`src/hw/rtl/smsahe_pkg.sv`:
```
`timescale 1ns / 1ps
// Shared types, constants, character tables and microprogram of the SMS address hex encoder.
package smsahe_pkg;

   typedef logic [3:0] pc_type;

   typedef enum logic [2:0] {
      SRC_LEN_HI,
      SRC_LEN_LO,
      SRC_TOA_HI,
      SRC_TOA_LO,
      SRC_MEM,
      SRC_PAD,
      SRC_ERR
   } src_type;

   typedef enum logic [2:0] {
      CND_NEVER,
      CND_ALWAYS,
      CND_NOT_LAST_IN,
      CND_NOT_OVF,
      CND_REM_ZERO,
      CND_REM_ONE,
      CND_REM_TWO
   } cond_type;

   typedef struct packed {
      logic     take;
      logic     emit;
      src_type  src;
      logic     rd;
      logic     rd_hi;
      logic     adv;
      logic     start;
      cond_type jcond;
      cond_type econd;
      pc_type   target;
   } ctrl_type;

   typedef struct packed {
      logic last_in;
      logic ovf;
      logic rem_zero;
      logic rem_one;
      logic rem_two;
      logic out_free;
   } flags_type;

   typedef struct packed {
      ctrl_type ctrl;
      logic     go;
      logic     end_run;
   } seq_stat_type;

   localparam pc_type STEP_IDLE    = 4'd0;
   localparam pc_type STEP_CHECK   = 4'd1;
   localparam pc_type STEP_ERR     = 4'd2;
   localparam pc_type STEP_LEN_HI  = 4'd3;
   localparam pc_type STEP_LEN_LO  = 4'd4;
   localparam pc_type STEP_TOA_HI  = 4'd5;
   localparam pc_type STEP_TOA_LO  = 4'd6;
   localparam pc_type STEP_PAIR    = 4'd7;
   localparam pc_type STEP_EMIT_HI = 4'd8;
   localparam pc_type STEP_EMIT_LO = 4'd9;
   localparam pc_type STEP_LOOP    = 4'd10;
   localparam pc_type STEP_PAD     = 4'd11;
   localparam pc_type STEP_TAIL    = 4'd12;

   localparam logic [7:0] ASCII_ZERO   = 8'h30;
   localparam logic [7:0] ASCII_NINE   = 8'h39;
   localparam logic [7:0] ASCII_STAR   = 8'h2a;
   localparam logic [7:0] ASCII_HASH   = 8'h23;
   localparam logic [7:0] ASCII_A      = 8'h61;
   localparam logic [7:0] ASCII_B      = 8'h62;
   localparam logic [7:0] ASCII_C      = 8'h63;
   localparam logic [7:0] ASCII_A_OFS  = 8'h57;

   localparam logic [3:0] CODE_STAR    = 4'd10;
   localparam logic [3:0] CODE_HASH    = 4'd11;
   localparam logic [3:0] CODE_A       = 4'd12;
   localparam logic [3:0] CODE_B       = 4'd13;
   localparam logic [3:0] CODE_C       = 4'd14;
   localparam logic [3:0] CODE_NONE    = 4'd15;

   localparam logic [2:0] TON_MAX      = 3'd4;
   localparam logic [3:0] NPI_ISDN     = 4'd1;
   localparam logic [3:0] NPI_DATA     = 4'd3;
   localparam logic [3:0] NPI_TELEX    = 4'd4;
   localparam logic [3:0] NPI_NATIONAL = 4'd8;
   localparam logic [3:0] NPI_PRIVATE  = 4'd9;

   localparam ctrl_type CTRL_NOP = '{
      take: 1'b0, emit: 1'b0, src: SRC_PAD, rd: 1'b0, rd_hi: 1'b0, adv: 1'b0,
      start: 1'b0, jcond: CND_NEVER, econd: CND_NEVER, target: STEP_IDLE
   };

   function automatic logic [3:0] char_code(input logic [7:0] c);
      logic [3:0] code;
      code = CODE_NONE;
      if (c >= ASCII_ZERO && c <= ASCII_NINE) begin
         code = c[3:0];
      end else begin
         unique case (c)
            ASCII_STAR: code = CODE_STAR;
            ASCII_HASH: code = CODE_HASH;
            ASCII_A:    code = CODE_A;
            ASCII_B:    code = CODE_B;
            ASCII_C:    code = CODE_C;
            default:    code = CODE_NONE;
         endcase
      end
      return code;
   endfunction

   function automatic logic [7:0] hex_ascii(input logic [3:0] n);
      return (n < 4'd10) ? ({4'h0, n} + ASCII_ZERO) : ({4'h0, n} + ASCII_A_OFS);
   endfunction

   function automatic logic [7:0] toa_octet(input logic [2:0] ton, input logic [3:0] npi);
      logic [2:0] t;
      logic [3:0] p;
      t = (ton <= TON_MAX) ? ton : 3'd0;
      case (npi) inside
         NPI_ISDN, NPI_DATA, NPI_TELEX, NPI_NATIONAL, NPI_PRIVATE: p = npi;
         default: p = 4'd0;
      endcase
      return {1'b1, t, p};
   endfunction

   function automatic logic cond_true(input cond_type c, input flags_type f);
      logic r;
      unique case (c)
         CND_NEVER:       r = 1'b0;
         CND_ALWAYS:      r = 1'b1;
         CND_NOT_LAST_IN: r = !f.last_in;
         CND_NOT_OVF:     r = !f.ovf;
         CND_REM_ZERO:    r = f.rem_zero;
         CND_REM_ONE:     r = f.rem_one;
         CND_REM_TWO:     r = f.rem_two;
         default:         r = 1'b0;
      endcase
      return r;
   endfunction

   // The microprogram: one control word per step.
   function automatic ctrl_type micro_word(input pc_type pc);
      ctrl_type w;
      w = CTRL_NOP;
      unique case (pc)
         STEP_IDLE: begin
            w.take = 1'b1; w.jcond = CND_NOT_LAST_IN; w.target = STEP_IDLE;
         end
         STEP_CHECK: begin
            w.start = 1'b1; w.jcond = CND_NOT_OVF; w.target = STEP_LEN_HI;
         end
         STEP_ERR: begin
            w.emit = 1'b1; w.src = SRC_ERR;
            w.jcond = CND_ALWAYS; w.econd = CND_ALWAYS; w.target = STEP_IDLE;
         end
         STEP_LEN_HI: begin
            w.emit = 1'b1; w.src = SRC_LEN_HI;
         end
         STEP_LEN_LO: begin
            w.emit = 1'b1; w.src = SRC_LEN_LO;
         end
         STEP_TOA_HI: begin
            w.emit = 1'b1; w.src = SRC_TOA_HI;
         end
         STEP_TOA_LO: begin
            w.emit = 1'b1; w.src = SRC_TOA_LO;
            w.jcond = CND_REM_ZERO; w.econd = CND_REM_ZERO; w.target = STEP_IDLE;
         end
         STEP_PAIR: begin
            w.rd = 1'b1; w.rd_hi = 1'b1; w.jcond = CND_REM_ONE; w.target = STEP_PAD;
         end
         STEP_EMIT_HI: begin
            w.emit = 1'b1; w.src = SRC_MEM; w.rd = 1'b1;
         end
         STEP_EMIT_LO: begin
            w.emit = 1'b1; w.src = SRC_MEM; w.adv = 1'b1;
            w.jcond = CND_REM_TWO; w.econd = CND_REM_TWO; w.target = STEP_IDLE;
         end
         STEP_LOOP: begin
            w.jcond = CND_ALWAYS; w.target = STEP_PAIR;
         end
         STEP_PAD: begin
            w.emit = 1'b1; w.src = SRC_PAD; w.rd = 1'b1;
         end
         STEP_TAIL: begin
            w.emit = 1'b1; w.src = SRC_MEM;
            w.jcond = CND_ALWAYS; w.econd = CND_ALWAYS; w.target = STEP_IDLE;
         end
         default: begin
            w.jcond = CND_ALWAYS; w.target = STEP_IDLE;
         end
      endcase
      return w;
   endfunction

endpackage

```
`src/hw/rtl/smsahe_if.sv`:
```
`timescale 1ns / 1ps
// Valid/ready channel interfaces for the request and response transactions.
interface smsahe_req_if;
   logic       valid;
   logic       ready;
   logic       has_char;
   logic [7:0] number_char;
   logic       is_last;
   logic [2:0] type_of_number;
   logic [3:0] numbering_plan;

   modport source (
      output valid, has_char, number_char, is_last, type_of_number, numbering_plan,
      input  ready
   );
   modport sink (
      input  valid, has_char, number_char, is_last, type_of_number, numbering_plan,
      output ready
   );
endinterface

interface smsahe_rsp_if;
   logic       valid;
   logic       ready;
   logic [7:0] hex_char;
   logic       overflow;
   logic       end_of_run;

   modport source (
      output valid, hex_char, overflow, end_of_run,
      input  ready
   );
   modport sink (
      input  valid, hex_char, overflow, end_of_run,
      output ready
   );
endinterface

```
`src/hw/rtl/smsahe_seq.sv`:
```
`timescale 1ns / 1ps
// Microprogram sequencer: step counter, control store lookup and conditional jumps.
module smsahe_seq (
   input  logic                     clock,
   input  logic                     reset,
   input  smsahe_pkg::flags_type    flags,
   output smsahe_pkg::seq_stat_type stat
);

   smsahe_pkg::pc_type   pc_ff;
   smsahe_pkg::pc_type   pc_in;
   smsahe_pkg::ctrl_type ctrl;
   logic                 go;
   logic                 jump;

   always_comb begin
      ctrl = smsahe_pkg::micro_word(pc_ff);
      go   = !ctrl.emit || flags.out_free;
      jump = smsahe_pkg::cond_true(ctrl.jcond, flags);
      pc_in = pc_ff;
      if (go) begin
         pc_in = jump ? ctrl.target : smsahe_pkg::pc_type'(pc_ff + 1'b1);
      end
      stat.ctrl    = ctrl;
      stat.go      = go;
      stat.end_run = smsahe_pkg::cond_true(ctrl.econd, flags);
   end

   always_ff @(posedge clock) begin
      if (reset) begin
         pc_ff <= smsahe_pkg::STEP_IDLE;
      end else begin
         pc_ff <= pc_in;
      end
   end

endmodule

```
`src/hw/rtl/sms_address_hex_encoder.sv`:
```
`timescale 1ns / 1ps
// Top level of the SMS address hex encoder: digit store, counters and output register.
//
//   Port    Direction  Carries
//   req_if  sink       one raw number character per transaction, with last flag and TON/NPI
//   rsp_if  source     one lowercase hex ASCII character per transaction, or one error
//
// A character is taken in the idle step; the last one starts emission after one check step.
// The four header characters come first, then each digit pair: two digit store reads, two hex
// characters and a loop step; the final pair has no loop step, and an odd tail emits a pad and
// its digit. Requests are refused from the last transaction until the final response is
// registered. A stalled response holds the sequencer in its emitting step. Reset is synchronous.
module sms_address_hex_encoder #(
   parameter int MAX_CHARS = 32
) (
   input  logic        clock,
   input  logic        reset,
   smsahe_req_if.sink   req_if,
   smsahe_rsp_if.source rsp_if
);

   localparam int CW = $clog2(MAX_CHARS + 1);
   localparam int AW = $clog2(MAX_CHARS);

   smsahe_pkg::flags_type    flags;
   smsahe_pkg::seq_stat_type stat;

   logic [3:0]    store_mem [MAX_CHARS];
   logic [3:0]    rd_data_ff;
   logic [AW-1:0] rd_addr;

   logic [CW-1:0] kept_ff, kept_in;
   logic [CW-1:0] raw_ff, raw_in;
   logic [CW-1:0] rem_ff, rem_in;
   logic [AW-1:0] idx_ff, idx_in;
   logic [7:0]    len_ff, len_in;
   logic [7:0]    toa_ff, toa_in;
   logic          rsp_valid_ff, rsp_valid_in;
   logic [7:0]    hex_ff, hex_in;
   logic          ovf_ff, ovf_in;
   logic          end_ff, end_in;

   logic          accept;
   logic [3:0]    code;
   logic          store_wr;
   logic [CW-1:0] half;
   logic [3:0]    nib;

   smsahe_seq u_seq (
      .clock (clock),
      .reset (reset),
      .flags (flags),
      .stat  (stat)
   );

   assign req_if.ready = stat.ctrl.take;
   assign accept       = req_if.valid && req_if.ready;
   assign code         = smsahe_pkg::char_code(req_if.number_char);
   assign store_wr     = accept && req_if.has_char && (raw_ff < CW'(MAX_CHARS))
                         && (code != smsahe_pkg::CODE_NONE);
   assign rd_addr      = idx_ff + AW'(stat.ctrl.rd_hi);
   assign half         = CW'(({1'b0, kept_ff} + (CW + 1)'(1)) >> 1);

   // The last flag is only tested in the idle step, where the request is always ready.
   always_comb begin
      flags.last_in  = req_if.valid && req_if.is_last;
      flags.ovf      = raw_ff >= CW'(MAX_CHARS);
      flags.rem_zero = rem_ff == CW'(0);
      flags.rem_one  = rem_ff == CW'(1);
      flags.rem_two  = rem_ff == CW'(2);
      flags.out_free = !rsp_valid_ff || rsp_if.ready;
   end

   always_comb begin
      case (stat.ctrl.src)
         smsahe_pkg::SRC_LEN_HI: nib = len_ff[7:4];
         smsahe_pkg::SRC_LEN_LO: nib = len_ff[3:0];
         smsahe_pkg::SRC_TOA_HI: nib = toa_ff[7:4];
         smsahe_pkg::SRC_TOA_LO: nib = toa_ff[3:0];
         smsahe_pkg::SRC_MEM:    nib = rd_data_ff;
         default:                nib = 4'hf;
      endcase
   end

   always_comb begin
      kept_in      = kept_ff;
      raw_in       = raw_ff;
      rem_in       = rem_ff;
      idx_in       = idx_ff;
      len_in       = len_ff;
      toa_in       = toa_ff;
      rsp_valid_in = rsp_valid_ff;
      hex_in       = hex_ff;
      ovf_in       = ovf_ff;
      end_in       = end_ff;

      if (accept && req_if.has_char && (raw_ff < CW'(MAX_CHARS))) begin
         raw_in = raw_ff + CW'(1);
         if (store_wr) begin
            kept_in = kept_ff + CW'(1);
         end
      end
      if (accept && req_if.is_last) begin
         toa_in = smsahe_pkg::toa_octet(req_if.type_of_number, req_if.numbering_plan);
      end
      if (stat.go && stat.ctrl.start) begin
         len_in  = 8'(half) + 8'd1;
         rem_in  = kept_ff;
         idx_in  = '0;
         kept_in = '0;
         raw_in  = '0;
      end
      if (stat.go && stat.ctrl.adv) begin
         rem_in = rem_ff - CW'(2);
         idx_in = idx_ff + AW'(2);
      end

      if (rsp_if.ready) begin
         rsp_valid_in = 1'b0;
      end
      if (stat.go && stat.ctrl.emit) begin
         rsp_valid_in = 1'b1;
         end_in       = stat.end_run;
         if (stat.ctrl.src == smsahe_pkg::SRC_ERR) begin
            hex_in = 8'h00;
            ovf_in = 1'b1;
         end else begin
            hex_in = smsahe_pkg::hex_ascii(nib);
            ovf_in = 1'b0;
         end
      end
   end

   always_ff @(posedge clock) begin
      if (reset) begin
         kept_ff      <= '0;
         raw_ff       <= '0;
         rsp_valid_ff <= 1'b0;
      end else begin
         kept_ff      <= kept_in;
         raw_ff       <= raw_in;
         rsp_valid_ff <= rsp_valid_in;
      end
      rem_ff <= rem_in;
      idx_ff <= idx_in;
      len_ff <= len_in;
      toa_ff <= toa_in;
      hex_ff <= hex_in;
      ovf_ff <= ovf_in;
      end_ff <= end_in;
   end

   always_ff @(posedge clock) begin
      if (store_wr) begin
         store_mem[kept_ff[AW-1:0]] <= code;
      end
      if (stat.go && stat.ctrl.rd) begin
         rd_data_ff <= store_mem[rd_addr];
      end
   end

   assign rsp_if.valid      = rsp_valid_ff;
   assign rsp_if.hex_char   = hex_ff;
   assign rsp_if.overflow   = ovf_ff;
   assign rsp_if.end_of_run = end_ff;

endmodule

```
`src/flat_wrapper.sv`:
```
// flat-port wrapper written by rule: the top's interface ports become plain ports
module sms_address_hex_encoder_flat 
#(
   parameter int MAX_CHARS = 32
)
  (clock, reset, req_if_valid, req_if_has_char, req_if_number_char, req_if_is_last, req_if_type_of_number, req_if_numbering_plan, req_if_ready, rsp_if_valid, rsp_if_hex_char, rsp_if_overflow, rsp_if_end_of_run, rsp_if_ready);
  smsahe_req_if req_if_i ();
  smsahe_rsp_if rsp_if_i ();
  input  logic clock;
  input  logic reset;
  input wire logic [$bits(req_if_i.valid)-1:0] req_if_valid;
  input wire logic [$bits(req_if_i.has_char)-1:0] req_if_has_char;
  input wire logic [$bits(req_if_i.number_char)-1:0] req_if_number_char;
  input wire logic [$bits(req_if_i.is_last)-1:0] req_if_is_last;
  input wire logic [$bits(req_if_i.type_of_number)-1:0] req_if_type_of_number;
  input wire logic [$bits(req_if_i.numbering_plan)-1:0] req_if_numbering_plan;
  output wire logic [$bits(req_if_i.ready)-1:0] req_if_ready;
  output wire logic [$bits(rsp_if_i.valid)-1:0] rsp_if_valid;
  output wire logic [$bits(rsp_if_i.hex_char)-1:0] rsp_if_hex_char;
  output wire logic [$bits(rsp_if_i.overflow)-1:0] rsp_if_overflow;
  output wire logic [$bits(rsp_if_i.end_of_run)-1:0] rsp_if_end_of_run;
  input wire logic [$bits(rsp_if_i.ready)-1:0] rsp_if_ready;
  assign req_if_i.valid = req_if_valid;
  assign req_if_i.has_char = req_if_has_char;
  assign req_if_i.number_char = req_if_number_char;
  assign req_if_i.is_last = req_if_is_last;
  assign req_if_i.type_of_number = req_if_type_of_number;
  assign req_if_i.numbering_plan = req_if_numbering_plan;
  assign req_if_ready = req_if_i.ready;
  assign rsp_if_valid = rsp_if_i.valid;
  assign rsp_if_hex_char = rsp_if_i.hex_char;
  assign rsp_if_overflow = rsp_if_i.overflow;
  assign rsp_if_end_of_run = rsp_if_i.end_of_run;
  assign rsp_if_i.ready = rsp_if_ready;
  sms_address_hex_encoder #(.MAX_CHARS(MAX_CHARS)) u_core (.clock(clock), .reset(reset), .req_if(req_if_i), .rsp_if(rsp_if_i));
endmodule
```
`config.mk`:
```
export PLATFORM = sky130hd
export DESIGN_NAME = sms_address_hex_encoder_flat
export DESIGN_NICKNAME = d
export VERILOG_FILES = /design/src/hw/rtl/smsahe_pkg.sv /design/src/hw/rtl/smsahe_if.sv /design/src/hw/rtl/smsahe_seq.sv /design/src/hw/rtl/sms_address_hex_encoder.sv /design/src/flat_wrapper.sv
export SDC_FILE = /design/constraint.sdc
export NUM_CORES = 1
export LEC_CHECK = 0
export ABC_AREA = 1
export BUFFER_PORTS_ARGS = -buffer_cell sky130_fd_sc_hd__clkbuf_2
export CAP_MARGIN = 15
export CORE_MARGIN = 5
export CORE_UTILIZATION = 52
export CTS_BUF_LIST = sky130_fd_sc_hd__clkbuf_2 sky130_fd_sc_hd__clkbuf_4 sky130_fd_sc_hd__clkbuf_8
export DETAILED_ROUTE_END_ITERATION = 8
export HOLD_SLACK_MARGIN = 0.08
export PLACE_DENSITY_LB_ADDON = 0.12
export SLEW_MARGIN = 20
export SYNTH_ARGS = -nofsm -noshare
export SYNTH_HDL_FRONTEND = slang
export SYNTH_SLANG_ARGS = --single-unit
```
`constraint.sdc`:
```
create_clock -name clock -period 4.96 [get_ports clock]
set_input_delay 0.992 -clock clock [delete_from_list [all_inputs] [get_ports clock]]
set_output_delay 0.992 -clock clock [all_outputs]
set_load 0.01 [all_outputs]
```
==> impl_metrics.ini, run 1 <==
[status]
status = finished, final reports clean

[yosys]
syn_area_um2 = 8550
synth_warnings = 0
ys.flop_type = edfxtp_1
yosysMostFrequentCell = nand2_1
synth.top_cells.by_count = nand2_1 (181), edfxtp_1 (165), inv_1 (100), nor2_1 (94), nand3_1 (86)
synth-edff-count = 165
ys_ff_latch = 182
ys_seq_area_share_pct = 61.9
yosys-top-cells-area = edfxtp_1 (58%), nand2_1 (7.9%), nand3_1 (5.0%)
synth.distinct_cells = 38
yosysTopAreaCellShare_pct = 57.9
syn_avg_cell_area_um2 = 9.78
yosysTopAreaCell = edfxtp_1
async_flop_share_pct = 0
netlist_instances = 875

[worst_setup_path]
r2r_slack_ns = 1.10
rr_endpoint = u_core.rd_data_ff[0]
worst-setup-path-type = register to register
max_stage_delay_ns = 0.89
worst-r2r-cell-count = 11
worstSetupEndpointType = register
cp.arrival_ns = 4.20
critPathRequiredTime_ns = 5.30
cp_top_family = buffers and inverters
cp-start-kind = register
worst-path-buf-inv = 3
crit_chain = nand2_1, nor2_4, buf_4, clkinv_2, o21ai_0, a21oi_1, o21ai_0, nand3_1, nand4_1, nand2_1, inv_1
slowest_stage = clkinv_2
reg2reg_from = u_core.u_seq.pc_ff[2]
crit_fanout = 73

[final_layout]
multi_input_area_um2 = 2750
fillCellCount = 1432
finish.utilization_pct = 58.2
instances_no_fill = 1135
area_delta_synth_final_pct = 8.88
layout-drive-gt1-share_pct = 11.0
diodes = 0
seqCellArea_um2 = 5300
nets = 941

[sta]
clock.fmax_mhz = 259
worstMarginPinSlew_ns = 0.993
skew_ns = 0.0115
min_period_ns = 3.86
tns_ns = 0
hold_violations = 0
drv_slew = 0
fin_crit_sh_pct = 77.8
setup_viol = 0
maxSlewHeadroom_pct = 33.6
rsz0062_at_grt = no

[clock_tree]
cts_root_buf = clkbuf_8
numCtsBuffers = 17
cts.clk_slew.worst_paths_ns = 0.09
post_cts_buffers = 0
clk_path_buf_depth = 2
cts_max_level = 4
ctsHoldBuffers = 0
cts_tree = done
cts_resized = 0
clock_latency_ns = 0.46
cts.sinks = 182

[route]
routed_wl_um = 18700
drtIter0Drc = 404
via_count = 6177
drc_errors = 0
vias_per_cell = 5.44
first_pass_iters = 5
ant_nets = 0
wl_per_cell_um = 16.4

[die]
coreArea_um2 = 16000
pin_count = 33
rows = 46
die_width_um = 138
dieArea_um2 = 19100
start_util_pct = 53.5
fp.dieH_um = 138

[worst_hold_path]
holdPathStages = 2
holdPathEnd = u_core.raw_ff[3]
hp-class = register to register
min_from = u_core.raw_ff[3]

[pwr]
sw_frac_of_total_pct = 30.1
seqPwrFrac_pct = 51.6
switching_power_mw = 1.07
peakVddDrop_mv = 0.192
clkPwrFrac_pct = 27.2
powerDensity_nw_per_um2 = 381
leakage_nw = 3.60
combPwrFrac_pct = 21.2
internal_power_mw = 2.48

[global_routing]
grt_pass1_vias = 6022
grt_max_degree = 74
track_usage_pct = 19.9
grt_pass1_wl_um = 30100
antenna_found_initial = 0
overflow = 0

[run]
maxCapViolCount = 0

[placed_design]
gp_congestion = 0.943
dp_hpwl_um = 12700
io_buffer_count = 31
dp.cells = 1103
final cells by class:
type | count | share of cell area [%]
Tap cell | 216 | 2.90
Clock buffer | 19 | 2.67
Multi-Input combinational cell | 556 | 29.5
Timing Repair Buffer | 36 | 2.07
Inverter | 113 | 4.57
Clock inverter | 13 | 1.41
Sequential cell | 182 | 56.9
power by group through the flow:
| stage | Clock [mW] | Combinational, mW | Sequential, mW |
|---|---|---|---|
| after floorplan | 0 | 0.527 | 1.87 |
| after global placement | 0 | 0.731 | 1.86 |
| after detailed placement | 0 | 0.751 | 1.87 |
| after CTS | 0.985 | 0.756 | 1.83 |
| after global routing | 1.05 | 0.846 | 1.84 |
| final | 0.965 | 0.753 | 1.83 |
through the flow:
stage | total power, mW | setup WS (ns) | instance area [µm²] | hold WS, ns
floorplan | 2.40 | 2.02 | 8560 | 0.457
global placement | 2.60 | 1.35 | 8930 | 0.463
finish | 3.55 | 1.10 | 9310 | 0.504
detailed placement | 2.62 | 1.21 | 8930 | 0.492
global route | 3.74 | 0.739 | 9310 | 0.545
CTS | 3.57 | 1.55 | 9310 | 0.506
metal layers:
metal	track usage [%]	part of all wire [%]
met1	24.0	41
met2	35.7	52
met3	3.17	5.0
met4	7.59	2.7
met5	0	0
sequential cells by signal, indices dropped and copies added (netlist names), 6 cells and up:
register and flops:
u_core.kept_ff 6, u_core.len_ff 7, u_core.raw_ff 6, u_core.rem_ff 6, u_core.rsp_if.hex_char 7, u_core.store_mem 128
u_core.toa_ff 7
worst max path at each step:
stage	end	cells past startpoint	slack [ns]	from
2_1_floorplan	u_core.store_mem[28][0]	11	2.02	req_if_number_char[2]
3_3_place_gp	u_core.store_mem[11][0]	13	1.35	req_if_number_char[2]
3_5_place_dp	u_core.store_mem[11][3]	13	1.21	req_if_number_char[2]
4_1_cts	u_core.rd_data_ff[0]	11	1.55	u_core.u_seq.pc_ff[2]
5_1_grt	u_core.rd_data_ff[0]	11	0.74	u_core.u_seq.pc_ff[2]
6_report	u_core.rd_data_ff[0]	11	1.10	u_core.u_seq.pc_ff[2]
tightest hold or removal path: cells and delay by family (launching register included):
family	cells	cell delay [ns]
and+or+nand+nor	1	0.07
DFF	1	0.34
AOI/OAI and AO/OA	1	0.06
cell usage in the layout (no fill, tap or decap), types with 14 or more instances in the layout:
cell / n
clkbuf_8: 17
o21ai_0: 54
a21oi_1: 44
nor2_1: 94
ha_1: 14
clkbuf_2: 31
nand3_1: 86
nand2_1: 181
inv_1: 100
edfxtp_1: 165
dfxtp_1: 17
kinds of logic (layout without fill, tap and decap cells):
kind of cell / count (synthesis) / in the layout / synth area share (%)
other: 1 / 2 / 0.0438
XOR/XNOR: 12 / 12 / 1.23
AND/OR/NAND/NOR: 402 / 402 / 20.6
buffers and inverters: 138 / 181 / 6.19
AO/OA/AOI/OAI: 126 / 126 / 7.99
flip-flops: 182 / 182 / 61.9
adder cells (fa/ha/maj): 14 / 14 / 2.05
Power figures use the tool's default switching activity.
==> run 2: changes to the inputs <==
==> constraint.sdc (replaced) <==
create_clock -name clock -period 3.1 [get_ports clock]
set_input_delay 0.62 -clock clock [delete_from_list [all_inputs] [get_ports clock]]
set_output_delay 0.62 -clock clock [all_outputs]
set_load 0.01 [all_outputs]
==> run 2 against run 1 <==
  * Die area is the same
  * Clock power grew 65%
  * Largest cell class unchanged
  * Sequential share of layout area shrank 0.35 points
  * Combinational power increased by 62%
  * Core utilization is 0.36 points higher
  * Global-route usage is 0.20 points higher
  * Final area rose by 0.62%
==> impl_metrics.ini, run 2 (synthesis gave the netlist of run 1 again) <==
[pwr]
sw_frac_of_total_pct = 30.4
seqPwrFrac_pct = 51.1
switching_power_mw = 1.75
internal_power_mw = 3.99
clkPwrFrac_pct = 27.7
leakage_nw = 3.62
combPwrFrac_pct = 21.2
powerDensity_nw_per_um2 = 612
peakVddDrop_mv = 0.297

[sta]
hold_violations = 0
tns_ns = 0
skew_ns = 0.0133
fin_crit_sh_pct = 90.1
drv_slew = 0
min_period_ns = 2.79
whs_ns = 0.484
maxSlewHeadroom_pct = 52.6
setup_viol = 0
clock.fmax_mhz = 358
rsz0062_at_grt = no
worstMarginPinSlew_ns = 0.709

[global_routing]
track_usage_pct = 20.1
grt_pass1_vias = 6189
overflow = 0
antenna_found_initial = 0
grt_pass1_wl_um = 30600
grt_max_degree = 60

[final_layout]
instances_no_fill = 1141
diodes = 0
final_cell_mix = nand2_1 (181), edfxtp_1 (165), inv_1 (100)
largest_register_ffs = 128
postLayoutCellArea_um2 = 9370
finish.utilization_pct = 58.6
area_delta_synth_final_pct = 9.55
fillCellCount = 1397
layout-drive-gt1-share_pct = 11.7
mostFrequentLayoutCell = nand2_1
nets = 947

[die]
fp.dieH_um = 138
start_util_pct = 53.5
die_width_um = 138
rows = 46
pin_count = 33
coreArea_um2 = 16000
dieArea_um2 = 19100

[clock_tree]
cts_resized = 0
clock_latency_ns = 0.46
clk_path_buf_depth = 2
cts_tree = done
cts.sinks = 182
ctsHoldBuffers = 0
cts_root_buf = clkbuf_8
cts_max_level = 4
post_cts_buffers = 0
numCtsBuffers = 17
cts.clk_slew.worst_paths_ns = 0.10

[worst_setup_path]
crit_fanout = 10
cp.arrival_ns = 2.92
r2r_slack_ns = 0.31
worstSetupEndpointType = register
cp-start-kind = register
critPathRequiredTime_ns = 3.23
worst-setup-path-type = register to register

[placed_design]
dpl-instance-area_um2 = 8980
dp.cells = 1109
dp_hpwl_um = 13100
gp_congestion = 0.903
io_buffer_count = 31

[status]
status = finished, final reports clean

[route]
vias_per_cell = 5.47
routed_wl_um = 19000
ant_nets = 0
drc_errors = 0
first_pass_iters = 8
drtIter0Drc = 387
via_count = 6245
wl_per_cell_um = 16.7

[run]
maxCapViolCount = 0

[worst_hold_path]
hp-class = input pin to register
==> run 2: final cells by class <==
cell class | instances | area (µm²) | area share [%]
multi-input cells | 556 | 2750 | 29.3
repair buffers | 42 | 238 | 2.54
clock buffers | 19 | 249 | 2.66
flip-flops and latches | 182 | 5300 | 56.5
well taps | 216 | 270 | 2.88
clock inverters | 13 | 145 | 1.55
inverters | 113 | 424 | 4.53
==> run 2: metrics by stage <==
stage               power [mW]  setup WS, ns
finish                    5.74         0.307
CTS                       5.76         0.295
global placement          4.17         0.236
detailed placement        4.20        0.0356
floorplan                 3.83         0.535
global route              6.03        0.0940
==> run 2: per-layer routing <==
metal / track usage, % / up-vias / part of all wire (%)
met5: 0 / - / 0
met1: 23.5 / 3006 / 41
li1: - / 3034 / -
met4: 7.12 / 0 / 2.3
met3: 3.59 / 31 / 4.7
met2: 37.0 / 174 / 52
==> run 2: final timing paths <==
path,from,endpoint,depth (start not counted)
min reg2reg,u_core.raw_ff[3],u_core.raw_ff[3],2
min,req_if_type_of_number[0],u_core.toa_ff[4],3
max reg2reg,u_core.u_seq.pc_ff[0],u_core.store_mem[31][3],8
max,u_core.u_seq.pc_ff[0],u_core.store_mem[31][3],8
==> run 2: worst max-delay path: stages (launching register included) <==
cell and delay, ns:
dfxtp_1 0.37, inv_1 0.12, ha_1 0.28, nand2_1 0.17
nor4_4 0.34, nand2_1 0.16, inv_2 0.17, nand2_1 0.41
nor2_1 0.44
==> run 2: power groups by stage <==
stage                     Clock (mW)  Combinational, mW  Sequential (mW)
final                           1.59               1.22             2.93
after global routing            1.72               1.36             2.95
after CTS                       1.61               1.22             2.93
after detailed placement           0               1.21             2.99
after global placement             0               1.18             2.98
after floorplan                    0              0.844             2.99
==> run 3: changes to the inputs <==
--- a/config.mk
+++ b/config.mk
@@ -14,6 +14,7 @@
 export DETAILED_ROUTE_END_ITERATION = 8
 export HOLD_SLACK_MARGIN = 0.08
 export PLACE_DENSITY_LB_ADDON = 0.12
+export REMOVE_ABC_BUFFERS = 1
 export SLEW_MARGIN = 20
 export SYNTH_ARGS = -nofsm -noshare
 export SYNTH_HDL_FRONTEND = slang
==> run 3 against run 2 <==
  * Flip-flop and latch count unchanged
  * Sequential share of layout area is 0.075 points lower
  * Largest power group unchanged
  * Clock-buffer cell count fell by 2
  * Highest routed layer unchanged
  * Total power increased by 0.84%
  * Via count fell by 0.69%
  * Critical path depth unchanged
  * Global-route usage down 0.19 points
  * Core utilization grew 0.078 points
==> impl_metrics.ini, run 3 (synthesis gave the netlist of run 1 again) <==
[clock_tree]
clk_path_buf_depth = 2
clock_latency_ns = 0.48
post_cts_buffers = 0
ctsHoldBuffers = 0
cts_resized = 0
cts_root_buf = clkbuf_8
cts.sinks = 182
cts_tree = done
cts.clk_slew.worst_paths_ns = 0.10
numCtsBuffers = 17
cts_max_level = 4

[sta]
clock.fmax_mhz = 357
setup_ws_ns = 0.301
skew_ns = 0.0182
whs_ns = 0.459
setup_viol = 0
rsz0062_at_grt = no
worstMarginPinSlew_ns = 1.00
fin_crit_sh_pct = 90.3
drv_slew = 0
maxSlewHeadroom_pct = 33.2
min_period_ns = 2.80
hold_violations = 0

[final_layout]
postLayoutCellArea_um2 = 9380
multi_input_area_um2 = 2750
seqCellArea_um2 = 5300
fillCellCount = 1390
final_cell_mix = nand2_1 (181), edfxtp_1 (165), inv_1 (100)
largest_register_ffs = 128
area_delta_synth_final_pct = 9.70
diodes = 0
mostFrequentLayoutCell = nand2_1
nets = 947
layout-drive-gt1-share_pct = 11.7

[die]
die_width_um = 138
start_util_pct = 53.5
rows = 46
coreArea_um2 = 16000
fp.dieH_um = 138
dieArea_um2 = 19100
pin_count = 33

[pwr]
leakage_nw = 3.63
power_mw = 5.79
powerDensity_nw_per_um2 = 617
peakVddDrop_mv = 0.299

[worst_setup_path]
crit_chain = inv_1, ha_1, nand2_1, nor4_4, nand2_1, inv_2, nand2_1, nor2_1
cp-start-kind = register
crit_top_cell = nand2_1
critPathRequiredTime_ns = 3.24
worst-setup-path-type = register to register
slowest_stage = nor2_1
cp_top_family = simple AND/OR/NAND/NOR gates
crit_fanout = 10
worst-path-buf-inv = 2
r2r_slack_ns = 0.30
worstSetupEndpointType = register
cp.arrival_ns = 2.93
max_stage_delay_ns = 0.42

[placed_design]
io_buffer_count = 31
dp_slack_ns = 0.0257
dp_hpwl_um = 12800
dpl-instance-area_um2 = 8980
gp_congestion = 0.864

[route]
via_count = 6202
drc_errors = 0
vias_per_cell = 5.44
first_pass_iters = 6
routed_wl_um = 18800
drtIter0Drc = 566
wl_per_cell_um = 16.4
ant_nets = 0

[worst_hold_path]
hp-class = input pin to register

[global_routing]
track_usage_pct = 19.9
grt_pass1_wl_um = 30300
antenna_found_initial = 0
grt_pass1_vias = 6037
overflow = 0
grt_max_degree = 60

[run]
maxCapViolCount = 0

[status]
status = finished, final reports clean
==> run 3: report_power, final <==
group          internal [mW]  leakage [nW]  switching (mW)
Sequential              2.85          1.62          0.0777
Clock                  0.737         0.200           0.873
Combinational          0.400          1.81           0.844
==> run 3: area by class of cell <==
cell class / count / share of cell area [%]
well taps: 216 / 2.88
inverters: 113 / 4.52
clock inverters: 15 / 1.84
clock buffers: 17 / 2.49
flip-flops and latches: 182 / 56.4
repair buffers: 42 / 2.53
multi-input cells: 556 / 29.3
==> run 3: path summary, 6_finish.rpt <==
| kind | start | endpoint | cells after the start |
|---|---|---|---|
| max | u_core.u_seq.pc_ff[0] | u_core.store_mem[21][3] | 8 |
| min | req_if_numbering_plan[1] | u_core.toa_ff[2] | 2 |
| max reg2reg | u_core.u_seq.pc_ff[0] | u_core.store_mem[21][3] | 8 |
| min reg2reg | u_core.raw_ff[3] | u_core.raw_ff[3] | 2 |
==> run 3: layer usage <==
metal	vias up	global-route usage (%)	part of all wire [%]
li1	3034	-	-
met1	2932	28.0	46
met2	202	31.3	46
met3	34	3.69	6.2
met4	0	6.81	1.6
met5	-	0	0
==> run 3: metrics by stage <==
stage                     util (%)  TNS, ns  cells
final                         58.6        0   1141
after global placement        56.1        0   1109
after CTS                     58.6        0   1141
after floorplan                  -    -4.04    851
after detailed placement      56.1        0   1109
after global routing          58.6        0   1141
